**src/rtl/core/lis_pkg.sv**
```systemverilog
// ----------------------------------------------------------------------------
// lis_pkg
// shared types and constants of the limited insertion sorter
// ----------------------------------------------------------------------------
package lis_pkg;

  localparam int SCORE_W = 32;
  localparam int TAG_W   = 16;

  // register map
  localparam logic [1:0] ADDR_SORT_LIMIT = 2'd0;

  typedef logic signed [SCORE_W-1:0] score_t;
  typedef logic [TAG_W-1:0]          tag_t;

  typedef enum logic {
    ST_IDLE,
    ST_EMIT
  } lis_state_t;

  // broadcast control from the sequencer to every cell
  typedef struct packed {
    logic wr;    // a word is stored this cycle
    logic ins;   // the stored word qualifies and is inserted into the prefix
    logic emit;  // the row shifts toward cell zero
  } lis_ctl_t;

endpackage

```
**src/rtl/core/lis_cell.sv**
```systemverilog
// ----------------------------------------------------------------------------
// lis_cell
// one storage slot of the sorting row: compare, keep, take a neighbor or load
// ----------------------------------------------------------------------------
module lis_cell #(
  parameter int IDX_W    = 6,
  parameter int CELL_IDX = 0
) (
  input  logic              clk,
  input  lis_pkg::lis_ctl_t ctl,
  input  logic [IDX_W-1:0]  pos,
  input  logic [IDX_W-1:0]  ins_end,
  input  lis_pkg::score_t   new_score,
  input  lis_pkg::tag_t     new_tag,
  input  lis_pkg::score_t   disp_score,
  input  lis_pkg::tag_t     disp_tag,
  input  lis_pkg::score_t   left_score,
  input  lis_pkg::tag_t     left_tag,
  input  logic              left_lt,
  input  lis_pkg::score_t   right_score,
  input  lis_pkg::tag_t     right_tag,
  output logic              lt,
  output lis_pkg::score_t   score_q,
  output lis_pkg::tag_t     tag_q
);

  localparam logic [IDX_W-1:0] MY_IDX = IDX_W'(CELL_IDX);

  lis_pkg::score_t score_r, score_nxt;
  lis_pkg::tag_t   tag_r, tag_nxt;
  logic            in_prefix;
  logic            at_pos;

  assign lt        = score_r < new_score;
  assign in_prefix = ctl.ins && (MY_IDX <= ins_end);
  assign at_pos    = ctl.wr && (pos == MY_IDX);

  always_comb begin
    score_nxt = score_r;
    tag_nxt   = tag_r;
    priority if (ctl.emit) begin
      score_nxt = right_score;
      tag_nxt   = right_tag;
    end else if (in_prefix) begin
      priority if (left_lt) begin
        score_nxt = left_score;
        tag_nxt   = left_tag;
      end else begin
        if ((MY_IDX == ins_end) || lt) begin
          score_nxt = new_score;
          tag_nxt   = new_tag;
        end
      end
    end else begin
      if (at_pos) begin
        if (ctl.ins) begin
          score_nxt = disp_score;
          tag_nxt   = disp_tag;
        end else begin
          score_nxt = new_score;
          tag_nxt   = new_tag;
        end
      end
    end
  end

  always_ff @(posedge clk) begin
    score_r <= score_nxt;
    tag_r   <= tag_nxt;
  end

  assign score_q = score_r;
  assign tag_q   = tag_r;

endmodule

```
**config.mk**
```make
export PLATFORM = sky130hd
export DESIGN_NAME = lis_cell
export DESIGN_NICKNAME = d
export VERILOG_FILES = /design/src/rtl/core/lis_pkg.sv /design/src/rtl/core/lis_cell.sv
export SDC_FILE = /design/constraint.sdc
export NUM_CORES = 1
export LEC_CHECK = 0
export BUFFER_PORTS_ARGS = -buffer_cell sky130_fd_sc_hd__buf_4
export CAP_MARGIN = 25
export CORE_ASPECT_RATIO = 1.25
export CORE_MARGIN = 10
export CORE_UTILIZATION = 43
export DETAILED_ROUTE_END_ITERATION = 16
export GPL_ROUTABILITY_DRIVEN = 1
export PLACE_DENSITY = 0.87
export SYNTH_ARGS = -nofsm -noshare
export SYNTH_HDL_FRONTEND = slang
export SYNTH_SLANG_ARGS = --single-unit
```
**constraint.sdc**
```tcl
create_clock -name clk -period 10.3 [get_ports clk]
set_input_delay 0 -clock clk [delete_from_list [all_inputs] [get_ports clk]]
set_output_delay 0 -clock clk [all_outputs]
set_load 0.03 [all_outputs]
```
==> results of run 1 <==
[synthesized netlist by cell type (2+ instances only)]
cell type and instances:
nand2_1 53, o21ai_0 49, edfxtp_1 48, mux2i_1 48
inv_1 32, ha_1 31, clkbuf_1 10, a21oi_1 7
a21o_1 5, nand4_1 4, buf_2 3, nand3_1 3
nor3_1 3, a221o_1 2, a31oi_1 2, buf_6 2
nand2b_1 2, nor4b_1 2, or4_1 2
[tightest hold or removal path, delay by kind of cell]
family | cells | cell delay (ps)
buffers and inverters | 1 | 80
and+or+nand+nor | 1 | 50
AOI/OAI and AO/OA | 1 | 60
[cells by family after synthesis]
logic type,after synthesis
flip-flops,48
adder cells (fa/ha/maj),31
AND/OR/NAND/NOR,76
multiplexers,48
AO/OA/AOI/OAI,72
buffers and inverters,48
[how the worst max path moves through the flow]
stage / start / to / slack [ps] / cells past startpoint
2_1_floorplan: score_q[14] / score_q[0] / 5190 / 7
3_3_place_gp: score_q[14] / tag_q[10] / 6770 / 8
3_5_place_dp: score_q[14] / score_q[29] / 6700 / 8
4_1_cts: score_q[14] / score_q[31] / 6690 / 8
5_1_grt: score_q[14] / tag_q[13] / 6530 / 8
6_report: score_q[14] / tag_q[8] / 6740 / 8
[sequential cells by signal (all words and copies together) (netlist names)]
register	cells
score_q	32
tag_q	16
[routing by layer]
layer | GRT usage, % | wire length [um]
met5 | 0 | 0
met2 | 37.1 | 6450
met3 | 8.98 | 1260
met1 | 17.3 | 3970
met4 | 5.74 | 241
[power groups by stage]
stage,clock (mW),combinational (mW),sequential (mW)
after global routing,0.116,0.240,0.255
after CTS,0.110,0.223,0.252
after floorplan,0,0.0668,0.300
final,0.107,0.222,0.252
after global placement,0,0.207,0.255
after detailed placement,0,0.213,0.257
[final cells by class]
cell class | instances | share of cell area, %
Timing Repair Buffer | 241 | 35.7
Multi-Input combinational cell | 227 | 31.1
Sequential cell | 48 | 27.3
Inverter | 32 | 2.27
Tap cell | 92 | 2.18
Clock buffer | 6 | 1.37
Clock inverter | 1 | 0.0947
==> run_results.csv, run 1 <==
group,metric,value,unit
routing,vias_per_cell,5.11,
clocking,clk_pin_slew,80,ps
logic_synthesis,ys_seq_area_share,44.1,%
routing,wire_per_inst,18.4,um
sta,maxSlewViolCount,0,
setup_path,r2r_start,"score_q[14]",
final_layout,multiInputGateArea,1650,um^2
global_routing,grt_pass1_wl,18400,um
routing,wl,11900,um
sta,worst_slack,6740,ps
run,drv_cap,0,
final_layout,drive_above_1_share,39.8,%
clocking,hold_buffers,30,
power,clock_power_share,18.4,%
logic_synthesis,synth_top_family_by_area,"multiplexers",
sta,period_minus_slack,3560,ps
logic_synthesis,synthSimpleGateAreaFrac,10.8,%
setup_path,end_kind,"flop",
clocking,root_buffer,"clkbuf_8",
final_layout,instances_no_fill,647,
setup_path,cp-start-kind,"flop",
global_routing,antenna_found_initial,0,
clocking,clock_path_buffers,2,
sta,relSlewSlack,46.7,%
logic_synthesis,syn_nets,563,
setup_path,cp_top_family,"compound AO/OA/AOI/OAI gates",
final_layout,layout_commonest_cell,"buf_4",
clocking,cts_buffers,5,
clocking,htree_levels,2,
logic_synthesis,syn_avg_cell_area,10.1,um^2
routing,drt-pass1-iter-count,4,
setup_path,critPathBufInv,1,
logic_synthesis,synth_compound_area_share,12.5,%
logic_synthesis,synthArstFlopShare,0,%
placed_design,finalWeightedCongestion,0.770,
sta,rsz0062_at_grt,"no",
routing,antenna_left,0,
power,irDropWorstVdd,0.0000554,V
placed_design,placedCellCount,610,
setup_path,worstPathArrival,3520,ps
routing,drc,0,
final_layout,regArea,1440,um^2
floorplanning,start_util,44.2,%
logic_synthesis,netlist_area,3270,um^2
logic_synthesis,ys.flop_type,"edfxtp_1",
sta,tightest_slew,799,ps
clocking,worst_skew_pair.late_latency,290,ps
floorplanning,rows,35,
power,power_density,110,nW/um^2
logic_synthesis,synth_xor_area_share,0,%
global_routing,grt_pass1_vias,3734,
logic_synthesis,muxShareOfSynthArea,14.7,%
setup_path,path_class,"reg2reg",
clocking,tritoncts,"yes",
routing,initialDrtViolationCount,120,
placed_design,dp_hpwl,9460,um
global_routing,globalRouteOverflowTotal,0,
setup_path,path_cells,"ha_1 -> and4_1 -> nand4_1 -> or4_1 -> a31oi_1 -> o21bai_1 -> a31oi_4 -> buf_4",
setup_path,crit_required,10260,ps
final_layout,finish.instance_area,5280,um^2
floorplanning,io_pins,258,
setup_path,cp_slowest_stage_delay,680,ps
clocking,cts.sink_count,48,
power,p_int,395,uW
clocking,cts_resized,0,
floorplanning,core,7400,um^2
hold_path,hold_depth,3,
sta,finalClockSkew,7.08,ps
power,p_leak,2.77,nW
final_layout,area_delta_synth_final,61.7,%
sta,setup-violations-final,0,
setup_path,crit_fanout,27,
placed_design,post-place-ws,6700,ps
clocking,cts_setup_buffers,0,
logic_synthesis,synth_area_leader_cell,"edfxtp_1",
final_layout,fin_util,71.4,%
floorplanning,die_w,98.0,um
sta,final.period_utilization,34.6,%
final_layout,nets,795,
setup_path,cp_slowest_cell,"a31oi_4",
power,power.total,581,uW
sta,finalSetupTns,0,ps
setup_path,rrSetupSlack,6740,ps
global_routing,grt_max_degree,99,
floorplanning,fp.dieArea,11500,um^2
logic_synthesis,ys_warn_count,0,
hold_path,hold_start,"right_tag[10]",
hold_path,hold_class,"in2reg",
sta,finalHoldViolations,0,
logic_synthesis,synthAdderAreaFrac,11.9,%
floorplanning,dieHeight,117,um
logic_synthesis,synth_top_area_share,44.1,%
hold_path,holdPathEnd,"tag_q[10]",
logic_synthesis,synth-edff-count,48,
sta,timing.fmax,281,MHz
power,combPwrFrac,38.2,%
placed_design,placedInstanceArea,4910,um^2
logic_synthesis,syn_inst,323,
final_layout,antennaDiodeCount,0,
sta,fin_worst_hold_slack,5.28,ps
power,switching_share,32.1,%
final_layout,final_cell_mix,"buf_4, nand2_1, o21ai_0",
final_layout,n_fill_cell,529,
logic_synthesis,synth-seq-cells,48,
power,seqPwrFrac,43.4,%
global_routing,track_usage,19.4,%
placed_design,io_buffers,209,
setup_path,r2r_cells,8,
logic_synthesis,synth.distinct_cells,34,
run_status,status,"finished clean",
routing,vias,3304,
logic_synthesis,synth_area_leaders,"edfxtp_1, mux2i_1, ha_1, o21ai_0, nand2_1",
setup_path,reg2reg_to,"tag_q[8]",
power,power.net_switching,187,uW
(Power assumes the default switching activity.)
==> run 2, diff against run 1 <==
--- a/config.mk
+++ b/config.mk
@@ -9,10 +9,10 @@
 export CAP_MARGIN = 25
 export CORE_ASPECT_RATIO = 1.25
 export CORE_MARGIN = 10
-export CORE_UTILIZATION = 43
+export CORE_UTILIZATION = 36
 export DETAILED_ROUTE_END_ITERATION = 16
 export GPL_ROUTABILITY_DRIVEN = 1
-export PLACE_DENSITY = 0.87
+export PLACE_DENSITY = 0.77
 export SYNTH_ARGS = -nofsm -noshare
 export SYNTH_HDL_FRONTEND = slang
 export SYNTH_SLANG_ARGS = --single-unit
==> constraint.sdc (replaced) <==
create_clock -name clk -period 2.9 [get_ports clk]
set_input_delay 0 -clock clk [delete_from_list [all_inputs] [get_ports clk]]
set_output_delay 0 -clock clk [all_outputs]
set_load 0.03 [all_outputs]
==> run_results.csv, run 2 (same netlist as run 1, synthesis figures left out) <==
group,metric,value,unit
clocking,cts_buffers,5,
clocking,root_buffer,"clkbuf_8",
setup_path,path_class,"reg2reg",
placed_design,dp_hpwl,9390,um
power,power.total,2.14,mW
setup_path,crit_fanout,12,
global_routing,grt_pass1_wl,18700,um
sta,finalHoldViolations,0,
final_layout,n_fill_cell,709,
final_layout,nets,818,
power,combPwrFrac,39.2,%
floorplanning,start_util,37.2,%
clocking,worst_skew_pair.late_latency,310,ps
floorplanning,die_w,105,um
run_status,status,"finished clean",
global_routing,globalRouteOverflowTotal,0,
power,clock_power_share,19.1,%
routing,vias,3387,
routing,drt-pass1-iter-count,4,
clocking,cts.sink_count,48,
clocking,clock_path_buffers,2,
sta,final.period_utilization,96.0,%
routing,vias_per_cell,4.85,
power,irDropWorstVdd,0.000234,V
sta,period_minus_slack,2780,ps
setup_path,worstPathArrival,2810,ps
power,power.net_switching,703,uW
floorplanning,fp.dieArea,13300,um^2
setup_path,cp_slowest_stage_delay,530,ps
setup_path,end_kind,"flop",
routing,wl,12400,um
final_layout,layout_commonest_cell,"buf_4",
setup_path,cp_slowest_cell,"or4_4",
sta,setup-violations-final,0,
final_layout,final_cell_mix,"buf_4, nand2_1, o21ai_0",
sta,timing.fmax,359,MHz
setup_path,cp-start-kind,"flop",
setup_path,path_cells,"ha_1 -> and4_2 -> nand4_1 -> or4_4 -> a31oi_4 -> o21bai_1 -> a31oi_4 -> buf_12 -> clkbuf_16",
final_layout,area_delta_synth_final,72.2,%
routing,antenna_left,0,
power,p_leak,2.90,nW
sta,finalClockSkew,14.3,ps
clocking,tritoncts,"yes",
placed_design,io_buffers,209,
final_layout,largest_reg_flops,32,
sta,relSlewSlack,41.3,%
clocking,htree_levels,2,
floorplanning,io_pins,258,
final_layout,drive_above_1_share,40.4,%
sta,finalSetupTns,0,ps
power,p_int,1.44,mW
final_layout,antennaDiodeCount,0,
power,seqPwrFrac,41.7,%
floorplanning,rows,38,
run,drv_cap,0,
routing,wire_per_inst,17.7,um
routing,drc,0,
global_routing,track_usage,17.5,%
placed_design,finalWeightedCongestion,0.824,
global_routing,grt_pass1_vias,3748,
clocking,clk_pin_slew,100,ps
global_routing,antenna_found_initial,0,
floorplanning,core,8800,um^2
routing,initialDrtViolationCount,112,
global_routing,grt_max_degree,97,
power,power_density,381,nW/um^2
setup_path,crit_required,2930,ps
sta,tightest_slew,868,ps
floorplanning,dieHeight,127,um
sta,maxSlewViolCount,0,
setup_path,crit_top_cell,"a31oi_4",
power,switching_share,32.8,%
hold_path,hold_class,"in2reg",
run 2: stage by stage:
| stage | setup WS, ps | area (um^2) | util [%] | cells | hold slack [ps] |
|---|---|---|---|---|---|
| final | 116 | 5630 | 64.0 | 699 | 4.56 |
| after CTS | 58.0 | 5510 | 62.6 | 693 | 12.3 |
| after floorplan | -325 | 3280 | - | 323 | 187 |
| after global routing | -1.86 | 5630 | 64.0 | 699 | 6.35 |
| after global placement | 90.9 | 4970 | 56.5 | 640 | 276 |
| after detailed placement | 71.5 | 4970 | 56.5 | 640 | 282 |
run 2: worst paths after layout:
| check | startpoint | endpoint | slack, ps | cells after the start |
|---|---|---|---|---|
| hold reg to reg | score_q[31] | score_q[28] | 1290 | 5 |
| setup / recovery | score_q[15] | score_q[17] | 120 | 9 |
| setup reg to reg | score_q[15] | score_q[17] | 120 | 9 |
| hold / removal | right_score[27] | score_q[27] | 5 | 3 |
run 2: cell type report:
class | count | area (um^2) | area share (%)
multi-input cells | 227 | 1670 | 29.7
inverters | 32 | 120 | 2.13
well taps | 120 | 150 | 2.67
clock inverters | 3 | 18.8 | 0.333
repair buffers | 264 | 2160 | 38.3
clock buffers | 5 | 68.8 | 1.22
flip-flops and latches | 48 | 1440 | 25.6
run 2: power groups by stage:
| stage | clock, mW | sequential [mW] | combinational (mW) |
|---|---|---|---|
| 3_3_place_gp | 0 | 0.906 | 0.748 |
| 5_1_grt | 0.449 | 0.905 | 0.913 |
| 4_1_cts | 0.424 | 0.896 | 0.814 |
| 2_1_floorplan | 0 | 1.06 | 0.241 |
| 3_5_place_dp | 0 | 0.911 | 0.763 |
| 6_report | 0.409 | 0.895 | 0.841 |
run 2: metal layers:
layer	vias up	track usage, %	routed length [um]
met2	147	32.4	6470
li1	1687	-	-
met4	0	7.44	409
met5	-	0	0
met3	25	7.09	1100
met1	1528	16.5	4390
run 2: repair_timing:
| item | CTS | global route |
|---|---|---|
| setup buffers | 0 | 3 |
| hold buffers | 45 | 0 |
| endpoints found under the setup margin | 0 | 48 |
| resized for setup | 0 | 5 |
| hold endpoints to repair | 45 | 0 |
run 2: worst max-delay path: cells and delay by family (launching register included):
family | cells | cell delay (ps)
buf+inv | 2 | 320
flops | 1 | 410
simple gates | 3 | 950
fa+ha+maj | 1 | 310
compound gates | 3 | 530
