## src/rtl/core/lis_pkg.sv

```systemverilog
// ----------------------------------------------------------------------------
// lis_pkg
// shared types and constants of the limited insertion sorter
// ----------------------------------------------------------------------------
package lis_pkg;

  localparam int SCORE_W = 32;
  localparam int TAG_W   = 16;

  // register map
  localparam logic [1:0] ADDR_SORT_LIMIT = 2'd0;

  typedef logic signed [SCORE_W-1:0] score_t;
  typedef logic [TAG_W-1:0]          tag_t;

  typedef enum logic {
    ST_IDLE,
    ST_EMIT
  } lis_state_t;

  // broadcast control from the sequencer to every cell
  typedef struct packed {
    logic wr;    // a word is stored this cycle
    logic ins;   // the stored word qualifies and is inserted into the prefix
    logic emit;  // the row shifts toward cell zero
  } lis_ctl_t;

endpackage

```

## src/rtl/core/lis_ctrl.sv

```systemverilog
// ----------------------------------------------------------------------------
// lis_ctrl
// list sequencer: fill count, prefix end, overflow and emission countdown
// ----------------------------------------------------------------------------
module lis_ctrl #(
  parameter int MAX_ITEMS = 64,
  parameter int IDX_W     = 6,
  parameter int CNT_W     = 7
) (
  input  logic              clk,
  input  logic              rst_n,
  input  logic              start,
  input  logic              last_item,
  input  lis_pkg::score_t   item_score,
  input  lis_pkg::score_t   sort_limit,
  output logic              busy,
  output lis_pkg::lis_ctl_t ctl,
  output logic [IDX_W-1:0]  pos,
  output logic [IDX_W-1:0]  ins_end,
  output logic              out_valid,
  output logic              out_last,
  output logic              out_overflowed
);

  localparam logic [CNT_W-1:0] CAP = CNT_W'(MAX_ITEMS);

  lis_pkg::lis_state_t state_r, state_nxt;
  logic [CNT_W-1:0]    count_r, count_nxt;
  logic [IDX_W-1:0]    prefix_end_r, prefix_end_nxt;
  logic                ovf_r, ovf_nxt;
  logic [CNT_W-1:0]    emit_left_r, emit_left_nxt;
  logic                emit_ovf_r, emit_ovf_nxt;
  logic                accept;
  logic                room;
  logic                qualify;

  assign accept  = start && (state_r == lis_pkg::ST_IDLE);
  assign room    = count_r < CAP;
  assign pos     = count_r[IDX_W-1:0];
  assign ins_end = prefix_end_r + IDX_W'(1);
  assign qualify = room && (pos != '0) && (item_score >= sort_limit);

  // next state
  always_comb begin
    state_nxt = state_r;
    unique case (state_r)
      lis_pkg::ST_IDLE: if (accept && last_item) state_nxt = lis_pkg::ST_EMIT;
      lis_pkg::ST_EMIT: if (emit_left_r == CNT_W'(1)) state_nxt = lis_pkg::ST_IDLE;
      default:          state_nxt = lis_pkg::ST_IDLE;
    endcase
  end

  // outputs
  always_comb begin
    busy           = 1'b0;
    out_valid      = 1'b0;
    ctl            = '0;
    unique case (state_r)
      lis_pkg::ST_IDLE: begin
        ctl.wr  = accept && room;
        ctl.ins = accept && qualify;
      end
      lis_pkg::ST_EMIT: begin
        busy      = 1'b1;
        out_valid = 1'b1;
        ctl.emit  = 1'b1;
      end
      default: ;
    endcase
    out_last       = emit_left_r == CNT_W'(1);
    out_overflowed = emit_ovf_r;
  end

  // list bookkeeping
  always_comb begin
    count_nxt      = count_r;
    prefix_end_nxt = prefix_end_r;
    ovf_nxt        = ovf_r;
    emit_left_nxt  = emit_left_r;
    emit_ovf_nxt   = emit_ovf_r;
    if (state_r == lis_pkg::ST_EMIT) begin
      emit_left_nxt = emit_left_r - CNT_W'(1);
    end else if (accept) begin
      if (last_item) begin
        emit_left_nxt  = room ? count_r + CNT_W'(1) : count_r;
        emit_ovf_nxt   = ovf_r || !room;
        count_nxt      = '0;
        prefix_end_nxt = '0;
        ovf_nxt        = 1'b0;
      end else begin
        if (room) count_nxt = count_r + CNT_W'(1);
        else      ovf_nxt   = 1'b1;
        if (qualify) prefix_end_nxt = ins_end;
      end
    end
  end

  always_ff @(posedge clk) begin
    if (!rst_n) begin
      state_r      <= lis_pkg::ST_IDLE;
      count_r      <= '0;
      prefix_end_r <= '0;
      ovf_r        <= 1'b0;
      emit_left_r  <= '0;
      emit_ovf_r   <= 1'b0;
    end else begin
      state_r      <= state_nxt;
      count_r      <= count_nxt;
      prefix_end_r <= prefix_end_nxt;
      ovf_r        <= ovf_nxt;
      emit_left_r  <= emit_left_nxt;
      emit_ovf_r   <= emit_ovf_nxt;
    end
  end

endmodule

```

## config.mk

```make
export PLATFORM = sky130hd
export DESIGN_NAME = lis_ctrl
export DESIGN_NICKNAME = d
export VERILOG_FILES = /design/src/rtl/core/lis_pkg.sv /design/src/rtl/core/lis_ctrl.sv
export SDC_FILE = /design/constraint.sdc
export NUM_CORES = 1
export LEC_CHECK = 0
export ABC_AREA = 0
export ABC_CLOCK_PERIOD_IN_PS = 2800
export BUFFER_PORTS_ARGS = -buffer_cell sky130_fd_sc_hd__buf_2
export CAP_MARGIN = 30
export CELL_PAD_IN_SITES_DETAIL_PLACEMENT = 1
export CELL_PAD_IN_SITES_GLOBAL_PLACEMENT = 1
export CORE_UTILIZATION = 34
export DETAILED_ROUTE_END_ITERATION = 16
export GPL_TIMING_DRIVEN = 0
export PLACE_DENSITY_LB_ADDON = 0.1
export SETUP_SLACK_MARGIN = 0.3
export SLEW_MARGIN = 0
export SYNTH_ARGS = -nofsm -noshare
export SYNTH_HDL_FRONTEND = slang
export SYNTH_SLANG_ARGS = --single-unit
```

## constraint.sdc

```tcl
create_clock -name clk -period 2.8 [get_ports clk]
set_clock_uncertainty 0.05 [all_clocks]
set_input_delay 0.28 -clock clk [delete_from_list [all_inputs] [get_ports clk]]
set_output_delay 0.28 -clock clk [all_outputs]
set_load 0.02 [all_outputs]
```

==> results.md, run 1 <==
- Dpl hpwl: between 4000 and 5000 um
- Total via count after detailed routing: approximately 2200
- Sequential Area: 460 um^2
- #FFs+latches synth: 23
- Non-filler instance count after layout: 445
- Post-Syn Instances: 280
- Headroom to the max-slew limit: 0.663
- Most area-hungry cell type in the Yosys netlist: ha_1
- Max cap viols: 0
- Maximum frequency from static timing analysis: 0.405 GHz
- GP Congestion: 0.777
- Measured slew at the worst slew-check pin: 0.506 ns
- Die width: 81.4 um
- Largest fanout on the critical path: 2
- Final setup vio count: 0
- Per-cell routed wire length: around 13 um
- RSZ-0062 raised after global routing: yes
- Gr ovfl total: 0
- Power density cells: 301 mW/mm^2
- Fin crit share: 0.881
- Largest net degree at the start of global routing: 13
- Result of the run: complete, no violations
- Count of different cell masters after synthesis: 44
- Antenna diode instance count: 0
- Type of the worst min-delay path: in2reg
- Number of violations reported at the end of detailed-routing iteration 0: 56
- Share of the yosys chip area belonging to registers: 0.215
- Post-synthesis instance area: 0.00214 mm^2
- Clock tree from TritonCTS: built
- Most common cell in the netlist: inv_1
- All-layer global routing usage: 0.178
- Worst setup path class: in2out
- Effective utilization at floorplan: 0.358
- Clock edge transition at the registers on the reported setup and hold paths: 0.09 ns
- Sum of negative setup slack: 0 ns
- Launching element type of the critical path: input port
- Dominant synthesized flop cell: dfxtp_1
- Crit path DAT: roughly 2.1 ns
- Total number of yosys warnings: 0
- Placeable core region: about 0.006 mm^2
- Layout cells sized above 1: 0.284
- Minimum clock period after layout: 2.47 ns
- Nets in the synthesized netlist: 385
- CTS Buf Count: 3
- Fin. max-slew vios: 0
- Synth top area cells: ha_1 (22%), dfxtp_1 (21%), inv_1 (7.2%), nand2_1 (4.6%), nor2_1 (3.5%)
- Placement Rows: 28
- Fill cell count: ~800
- Multi-input logic area: 0.00148 mm^2
- Maximum vdd drop: approximately 0.26 mV
- Via count of the first global-routing pass: 2183
- Global-route wire length before repair: around 9400 um
- Area growth from synthesis to layout: 28.8%
- Buffer cell driving the clock tree root: clkbuf_8
- Capturing element type of the critical path: output port
- EDFF count, synth: 0
- Number of nets in the finished design: 476
- IO buf count: 85
- Most common library cells after synthesis: inv_1 (41), ha_1 (37), nand2_1 (26)
- Mean number of vias per cell: approximately 5.0
- Leakage power total: 1.43 nW
- Total Die Area: around 0.0066 mm^2
- H-tree lvl count: 1
- Clock insertion delay at the later pin of the skew report: around 0.26 ns
- Height of the die: 81.4 um
- Number of I/O pins: 87
- Avg Cell Area, Syn: 7.65 um^2
- Post-synth ARST share: 0
- Number of DRC violations after detailed routing: 0
- Yosys top cell area share: 0.216
- Placed cells: 440
- Worst reg2reg setup slack: 0.75 ns
- Antenna violations before repair: 0
- Pre-antenna DRT Iters: 4
- Worst Path Required: 2.47 ns
- Clock tree sinks: 23
- Detailed Route WL: 5710 um
- Number of antenna-violating nets in the routed design: 0
- Longest Clk Path Bufs: 2
- Count of endpoints failing hold in the final timing report: 0
[path summary, 6_finish.rpt]
path                                          from                          end  depth (start not counted)
worst max register to register  state_r$_SDFF_PN0_  emit_left_r[2]$_SDFFE_PN0P_                          7
worst max-delay path                item_score[17]                       ctl[1]                          8
worst min register to register  ovf_r$_SDFFE_PN0P_           ovf_r$_SDFFE_PN0P_                          2
worst min-delay path                     last_item      count_r[3]$_SDFFE_PN0P_                          3
[where the power goes]
group | leakage [nW] | switching, mW | internal (mW) | total [mW]
Clock | 0.0228 | 0.110 | 0.101 | 0.211
Combinational | 1.22 | 0.142 | 0.127 | 0.269
Sequential | 0.187 | 0.0112 | 0.339 | 0.350
Total | 1.43 | 0.263 | 0.567 | 0.831
[cell type report]
| type | count | share of cell area |
|---|---|---|
| Buffer | 16 | 0.0327 |
| Clock buffer | 4 | 0.0163 |
| Inverter | 41 | 0.0558 |
| Multi-Input combinational cell | 200 | 0.535 |
| Sequential cell | 23 | 0.167 |
| Tap cell | 75 | 0.0340 |
| Timing Repair Buffer | 86 | 0.159 |
[critical path, cell delays in order]
cell     delay, ns
buf_2         0.12
ha_4          0.23
a21o_1        0.15
a221o_1       0.32
a221o_1       0.33
or3_4         0.34
a31oi_4       0.21
buf_6         0.15
[cell usage in the layout, fill, tap and decap left out, types with 3 or more instances in the layout]
master    instances
nor4_1            4
clkbuf_1          9
nand2_1          26
a31oi_1           3
nor2b_1           6
dfxtp_1          23
nand2b_1          4
a21oi_1          14
inv_1            40
nor3_1            3
clkbuf_8          3
xnor2_1           5
buf_2            84
nor2_1           20
o22ai_1           5
o21ai_0           7
a211oi_1          3
ha_1             35
nand4_1           5
xor2_1            4
a221o_1           3
a21o_1            5
buf_4             9
nand3_1           9
o21a_1            5
[kinds of logic after synthesis]
family / Yosys count / share of synthesized area
buf+inv: 57 / 0.114
simple gates: 90 / 0.207
compound gates: 64 / 0.211
xor+xnor: 9 / 0.0368
flops: 23 / 0.215
fa+ha+maj: 37 / 0.216
[registers in the layout, summed over array words and instances, names as in the netlist]
signal and count:
ovf_r 1, emit_left_r 7, state_r 1, prefix_end_r 6, out_overflowed 1, count_r 7
[what timing repair did]
item / 4_1_cts / 5_1_grt
endpoints found under the hold margin: 0 / 0
setup buffers: 1 / 0
setup endpoints to repair: 1 / 3
hold buffers: 0 / 0
gates resized for setup: 7 / 1
pin swaps: 2 / 1
[routing by layer]
layer,up-vias,GRT usage,wire [um]
met3,2,0.0371,311
met1,1008,0.225,2640
met2,51,0.313,2730
met5,-,0,0
met4,0,0.0268,32
li1,1146,-,-
[through the flow]
step	util	hold slack [ns]	cell area, um^2	worst slack [ns]	total power [mW]
5_1_grt	0.461	0.382	2760	0.270	0.893
6_report	0.461	0.354	2760	0.334	0.831
3_5_place_dp	0.444	0.414	2660	0.0507	0.621
2_1_floorplan	-	0.388	2140	0.302	0.520
4_1_cts	0.459	0.349	2750	0.288	0.839
3_3_place_gp	0.444	0.405	2660	0.0859	0.612
(Power assumes the default switching activity.)
==> run 2, diff against run 1 <==
--- a/config.mk
+++ b/config.mk
@@ -7,12 +7,12 @@
 export LEC_CHECK = 0
 export ABC_AREA = 0
 export ABC_CLOCK_PERIOD_IN_PS = 2800
-export BUFFER_PORTS_ARGS = -buffer_cell sky130_fd_sc_hd__buf_2
-export CAP_MARGIN = 30
+export CAP_MARGIN = 20
 export CELL_PAD_IN_SITES_DETAIL_PLACEMENT = 1
 export CELL_PAD_IN_SITES_GLOBAL_PLACEMENT = 1
-export CORE_UTILIZATION = 34
+export CORE_UTILIZATION = 45
 export DETAILED_ROUTE_END_ITERATION = 16
+export DONT_BUFFER_PORTS = 1
 export GPL_TIMING_DRIVEN = 0
 export PLACE_DENSITY_LB_ADDON = 0.1
 export SETUP_SLACK_MARGIN = 0.3
==> run 2 against run 1 <==
  * The run now ends with design-rule violations left
  * Sequential share of layout area is 3.5 points higher
  * Wire length shrank 9.3%
  * Count of clock-buffer cells in the layout stayed put
  * Final area decreased by 17%
  * Critical path depth shrank 1
  * Critical endpoint unchanged
  * Global-route usage up 2.8 points
  * Cell count shrank 24%
  * Hold slack lost 0.18 ns
  * Maximum frequency up 1.2%
  * Non-clock buffer count decreased by 86
==> results.md, run 2 (same netlist as run 1, synthesis figures left out) <==
- Result of the run: finished, violations left
- Violations in the final reports: design-rule violations
- Capturing element type of the critical path: output port
- PnR Total Power: 773 uW (-6.9%)
- Post-CTS Setup Inserts: 0 (-1)
- IO buf count: 0 (-100%)
- Placement Rows: 24 (-14%)
- Switching portion of total power: 0.317 (about the same)
- Largest stage delay on the critical path: 0.40 ns (+0.06 ns)
- Worst reg2reg setup slack: 0.54 ns (-0.21 ns)
- Worst setup path class: in2out
- Buffer cell driving the clock tree root: clkbuf_8
- CTS Buf Count: 3 (unchanged)
- Fraction of met1 tracks used by global routing: 0.252 (+0.0271)
- Placeable core region: 0.00447 mm^2 (-25%)
- Largest fanout on the critical path: 7 (+5)
- Most utilized layer in the global route result: met2
- Clock tree sinks: 23 (unchanged)
- Max cap viols: 0 (unchanged)
- Clock share of power: 0.271 (+0.017)
- Launching element type of the critical path: input port
- Worst Path Required: 2.47 ns (about the same)
- H-tree lvl count: 1 (unchanged)
- Cell type of the slowest stage on the worst timing path: a31oi_4
- Clock insertion delay at the later pin of the skew report: 0.26 ns (about the same)
- Setup slack at placement: 0.0783 ns (+0.0276 ns)
- Dpl hpwl: 4290 um (-10%)
- Fin. max-slew vios: 0 (unchanged)
- Cell-internal power: 528 uW (-6.9%)
- Startpoint of the worst hold path: last_item
- Flop pwr share: 0.457 (+0.035)
- Leakage power total: 1.07 nW (-26%)
- Antenna diode instance count: 0 (unchanged)
- Minimum clock period after layout: 2.44 ns (-0.0284 ns)
- Total via count after detailed routing: 1917 (-13%)
- Maximum frequency from static timing analysis: 0.410 GHz (+1.2%)
- RSZ-0062 raised after global routing: no
- Power density cells: 338 mW/mm^2 (+12%)
- Clock tree from TritonCTS: built
- Measured slew at the worst slew-check pin: 0.715 ns (+0.209 ns)
- Hold endpoint: count_r[3]$_SDFFE_PN0P_
- Headroom to the max-slew limit: 0.523 (-0.140)
- Per-cell routed wire length: 15.4 um (+20%)
- Smallest setup slack after layout: 0.362 ns (+0.0284 ns)
- Crit path DAT: 2.11 ns (-0.03 ns)
- Global-route met3 utilization: 0.0285 (-0.00859)
- NetSw: 245 uW (-6.9%)
- Sum of negative setup slack: 0 ns (unchanged)
- Placed cells: 332 (-25%)
- Worst Reg2Reg Path Length in Cells: 7 (unchanged)
- Series of cell instances along the critical path: inv_1, ha_4, a21o_1, a221o_1, a221o_1, or3_4, a31oi_4
- Fill cell count: 593 (-26%)
- All-layer global routing usage: 0.207 (+0.0283)
- Beginning of the worst register-to-register path: state_r$_SDFF_PN0_
- Number of I/O pins: 87 (unchanged)
- Gr ovfl total: 0 (unchanged)
- Most frequent CP cell: a221o_1
- Die width: 71.0 um (-13%)
- GP Congestion: 0.752 (-3.3%)
- Number of buffers inserted for hold repair after clock tree synthesis: 0 (unchanged)
- Pre-antenna DRT Iters: 14 (+10)
- Maximum vdd drop: 0.227 mV (-14%)
- Biggest registers after layout: count_r x7, emit_left_r x7, prefix_end_r x6
- Clock edge transition at the registers on the reported setup and hold paths: 0.08 ns (about the same)
- Antenna violations before repair: 0 (unchanged)
- Hold depth: 2 (-1)
- Longest Clk Path Bufs: 2 (unchanged)
- Number of antenna-violating nets in the routed design: 0 (unchanged)
- Post-route worst hold slack: 0.175 ns (-0.179 ns)
- Detailed Route WL: 5180 um (-9.3%)
- Total Die Area: 0.00504 mm^2 (-24%)
- Number of DRC violations after detailed routing: 1 (+1)
- Fin crit share: 0.871 (-0.0101)
- Global-route wire length before repair: 8420 um (-11%)
- Largest net degree at the start of global routing: 13 (unchanged)
- Met2 track demand over resource in global routing: 0.378 (+0.0657)
- Layout cells sized above 1: 0.0599 (-0.224)
- Final setup vio count: 0 (unchanged)
- Non-filler instance count after layout: 336 (-24%)
- Comb pwr share: 0.272 (-0.052)
- Post_cts resized: 0 (-7)
- Height of the die: 71.0 um (-13%)
- Via count of the first global-routing pass: 1891 (-13%)
- Endpoint of the lowest-slack register-to-register path: prefix_end_r[4]$_SDFFE_PN0P_
- Number of nets in the finished design: 390 (-18%)
- Type of the worst min-delay path: in2reg
- Mean number of vias per cell: 5.71 (+15%)
- Commonest cells after routing, fill and taps aside: inv_1 (41), ha_1 (35), nand2_1 (26)
- Number of violations reported at the end of detailed-routing iteration 0: 67 (+20%)
- Area growth from synthesis to layout: 6.66%
- Count of endpoints failing hold in the final timing report: 0 (unchanged)
- Most common cell after layout, fill and taps aside: inv_1
- Effective utilization at floorplan: 0.479 (+0.121)
run 2: cell count changes in the layout (fill, tap and decap cells not counted):
| cell | before | now |
|---|---|---|
| and2_4 | 1 | 0 |
| inv_2 | 1 | 0 |
| buf_2 | 84 | 0 |
| nor2_1 | 20 | 19 |
| nor4_2 | 1 | 0 |
| nor2_2 | 0 | 1 |
| inv_1 | 40 | 41 |
| buf_6 | 1 | 0 |
| nor4_1 | 4 | 5 |
| and2_1 | 2 | 3 |
| buf_4 | 9 | 8 |
run 2: power groups by stage:
stage                     logic (mW)  registers [mW]  clock network (mW)
final                          0.210           0.353               0.210
after global routing           0.243           0.355               0.232
after CTS                      0.208           0.353               0.213
after detailed placement       0.206           0.361                   0
after global placement         0.196           0.360                   0
after floorplan                0.163           0.357                   0
run 2: cell type report:
| type | count | area (um^2) | area share |
|---|---|---|---|
| buffer | 16 | 90.1 | 0.0394 |
| clock buffer | 4 | 45.0 | 0.0197 |
| inverter | 41 | 154 | 0.0674 |
| multi-input combinational | 200 | 1470 | 0.643 |
| sequential | 23 | 460 | 0.202 |
| tap | 52 | 65.1 | 0.0285 |
run 2: metal layers:
| layer | wire length [um] | part of all wire |
|---|---|---|
| met1 | 2340 | 0.45 |
| met3 | 218 | 0.042 |
| met4 | 48 | 0.0093 |
| met2 | 2570 | 0.50 |
| met5 | 0 | 0 |
run 2: worst max-delay path: cells and delay by family:
family	cells	cell delay, ns
AOI/OAI and AO/OA	4	1.20
adders and majority gates	1	0.20
buffers and inverters	1	0.07
and+or+nand+nor	1	0.34
run 2: worst max-delay path by stage:
| stage | start | slack (ns) | to |
|---|---|---|---|
| detailed placement | sort_limit[17] | 0.08 | prefix_end_r[4]$_SDFFE_PN0P_ |
| floorplan | sort_limit[17] | 0.30 | prefix_end_r[4]$_SDFFE_PN0P_ |
| global route | sort_limit[17] | 0.30 | ctl[1] |
| global placement | sort_limit[17] | 0.10 | prefix_end_r[4]$_SDFFE_PN0P_ |
| finish | sort_limit[17] | 0.36 | ctl[1] |
| CTS | sort_limit[17] | 0.31 | ctl[1] |
run 2: through the flow:
| stage | instance area [um^2] | util |
|---|---|---|
| 3_5_place_dp | 2210 | 0.493 |
| 6_report | 2280 | 0.511 |
| 3_3_place_gp | 2210 | 0.493 |
| 5_1_grt | 2280 | 0.511 |
| 2_1_floorplan | 2140 | - |
| 4_1_cts | 2250 | 0.503 |
==> run 3, diff against run 2 <==
--- a/config.mk
+++ b/config.mk
@@ -8,14 +8,12 @@
 export ABC_AREA = 0
 export ABC_CLOCK_PERIOD_IN_PS = 2800
 export CAP_MARGIN = 20
-export CELL_PAD_IN_SITES_DETAIL_PLACEMENT = 1
-export CELL_PAD_IN_SITES_GLOBAL_PLACEMENT = 1
-export CORE_UTILIZATION = 45
+export CORE_UTILIZATION = 31
 export DETAILED_ROUTE_END_ITERATION = 16
 export DONT_BUFFER_PORTS = 1
 export GPL_TIMING_DRIVEN = 0
-export PLACE_DENSITY_LB_ADDON = 0.1
 export SETUP_SLACK_MARGIN = 0.3
+export SKIP_CTS_REPAIR_TIMING = 1
 export SLEW_MARGIN = 0
 export SYNTH_ARGS = -nofsm -noshare
 export SYNTH_HDL_FRONTEND = slang
==> run 3 against run 2 <==
  * The flow now finishes without violations
  * Clock power increased by 2%
  * Maximum frequency fell by 0.34%
  * First-iteration DRC count rose by 16%
  * Critical path type unchanged
  * Critical endpoint unchanged
  * Largest power group unchanged
==> results.md, run 3 (same netlist as run 1, synthesis figures left out) <==
- Largest fanout on the critical path: 7 (unchanged)
- Sequential Area: 460 um^2 (unchanged)
- Max cap viols: 0 (unchanged)
- Fill cell count: 672 (+13%)
- Launching element type of the critical path: input port
- Dpl hpwl: 3890 um (-9.3%)
- Longest Clk Path Bufs: 2 (unchanged)
- GP Congestion: 0.790 (+5.1%)
- H-tree lvl count: 1 (unchanged)
- Gr ovfl total: 0 (unchanged)
- Die width: 85.1 um (+20%)
- Worst setup path class: in2out
- Measured slew at the worst slew-check pin: 0.756 ns (+0.0414 ns)
- Clock tree sinks: 23 (unchanged)
- Multi-input logic area: 0.00149 mm^2 (+1.0%)
- Clock edge transition at the registers on the reported setup and hold paths: 0.08 ns (about the same)
- Fin area: 0.00235 mm^2 (+2.8%)
- Detailed Route WL: 4840 um (-6.6%)
- Biggest registers after layout: count_r x7, emit_left_r x7, prefix_end_r x6
- Number of nets in the finished design: 391 (+0.26%)
- Crit path DAT: 2.12 ns (about the same)
- CTS Buf Count: 3 (unchanged)
- Placement Rows: 29 (+21%)
- Buffer cell driving the clock tree root: clkbuf_8
- Pre-antenna DRT Iters: 4 (-10)
- Endpoint of the lowest-slack register-to-register path: prefix_end_r[4]$_SDFFE_PN0P_
- Layout cells sized above 1: 0.0807 (+0.0208)
- Result of the run: complete, no violations
- Count of endpoints failing hold in the final timing report: 0 (unchanged)
- Capturing element type of the critical path: output port
- Final setup vio count: 0 (unchanged)
- Per-cell routed wire length: 13.4 um (-13%)
- Via count of the first global-routing pass: 1836 (-2.9%)
- Largest net degree at the start of global routing: 13 (unchanged)
- Power density cells: 332 mW/mm^2 (-1.8%)
- Fraction of the core area covered by cells at the end of the flow: 0.362 (-0.149)
- Hold endpoint: count_r[3]$_SDFFE_PN0P_
- Number of DRC violations after detailed routing: 0 (-1)
- Global-route wire length before repair: 7820 um (-7.1%)
- Height of the die: 85.1 um (+20%)
- Fin. max-slew vios: 0 (unchanged)
- Type of the worst min-delay path: in2reg
- Minimum clock period after layout: 2.45 ns (+0.00835 ns)
- Leakage power total: 1.07 nW (+0.57%)
- Antenna violations before repair: 0 (unchanged)
- Startpoint of the worst hold path: last_item
- Maximum vdd drop: 0.142 mV (-38%)
- Non-filler instance count after layout: 362 (+7.7%)
- Setup slack at placement: 0.0573 ns (-0.0210 ns)
- Number of violations reported at the end of detailed-routing iteration 0: 78 (+16%)
- Worst Path Required: 2.47 ns (about the same)
- IO buf count: 0 (unchanged)
- RSZ-0062 raised after global routing: yes
- Sum of negative setup slack: 0 ns (unchanged)
- Commonest cells after routing, fill and taps aside: inv_1 (38), ha_1 (34), nand2_1 (26)
- Maximum frequency from static timing analysis: 0.409 GHz (-0.34%)
- All-layer global routing usage: 0.133 (-0.0738)
- Effective utilization at floorplan: 0.330 (-0.149)
- Worst Reg2Reg Path Length in Cells: 7 (unchanged)
- Hold depth: 2 (unchanged)
- Fin crit share: 0.874 (+0.00298)
- Clock tree from TritonCTS: built
- Smallest setup slack after layout: 0.354 ns (-0.00835 ns)
- Total via count after detailed routing: 1868 (-2.6%)
- Most common cell after layout, fill and taps aside: inv_1
- Mean number of vias per cell: 5.16 (-9.6%)
- Number of antenna-violating nets in the routed design: 0 (unchanged)
- Total Die Area: 0.00725 mm^2 (+44%)
- Beginning of the worst register-to-register path: state_r$_SDFF_PN0_
- Headroom to the max-slew limit: 0.495 (-0.0276)
- Antenna diode instance count: 0 (unchanged)
- Post-Place Cell Area: 0.00224 mm^2 (+1.4%)
- Worst reg2reg setup slack: 0.56 ns (+0.02 ns)
- Placeable core region: 0.00649 mm^2 (+45%)
- Clock insertion delay at the later pin of the skew report: 0.27 ns (about the same)
- Number of I/O pins: 87 (unchanged)
- Area growth from synthesis to layout: 9.64%
- Placed cells: 357 (+7.5%)
-- run 3: area by class of cell --
type,instances,area share
sequential,23,0.196
buffer,16,0.0384
multi-input combinational,200,0.632
clock buffer,4,0.0192
tap,77,0.0410
timing repair buffer,1,0.00320
inverter,41,0.0698
-- run 3: power breakdown --
part | total [mW] | switching (mW) | leakage, nW | internal (mW)
combinational | 0.213 | 0.121 | 0.864 | 0.0923
clock | 0.215 | 0.113 | 0.0228 | 0.102
sequential | 0.353 | 0.0137 | 0.187 | 0.339
total | 0.780 | 0.247 | 1.07 | 0.533
-- run 3: metal layers --
metal,part of all wire,global-route usage,wire (um)
met5,0,0,0
met4,0.012,0.0462,60
met3,0.060,0.0214,290
met2,0.46,0.229,2220
met1,0.47,0.167,2270
-- run 3: stage by stage --
stage                     total power, mW  hold slack (ns)
final                               0.780            0.167
after global routing                0.835            0.179
after CTS                           0.779            0.165
after detailed placement            0.562            0.411
after global placement              0.557            0.411
after floorplan                     0.520            0.388
-- run 3: worst max-delay path by stage --
stage          depth (start not counted)           start                           end
2_1_floorplan                          9  sort_limit[17]  prefix_end_r[4]$_SDFFE_PN0P_
3_3_place_gp                           9  sort_limit[17]  prefix_end_r[4]$_SDFFE_PN0P_
3_5_place_dp                           9  sort_limit[17]  prefix_end_r[4]$_SDFFE_PN0P_
4_1_cts                                7  sort_limit[17]                        ctl[1]
5_1_grt                                7  sort_limit[18]                        ctl[1]
6_report                               7  sort_limit[18]                        ctl[1]
-- run 3: worst max-delay path, cell delays in order --
cell     delay, ns
inv_8         0.01
ha_4          0.21
and2_4        0.15
a221o_1       0.32
a221o_1       0.34
or3_4         0.40
a31oi_4       0.39
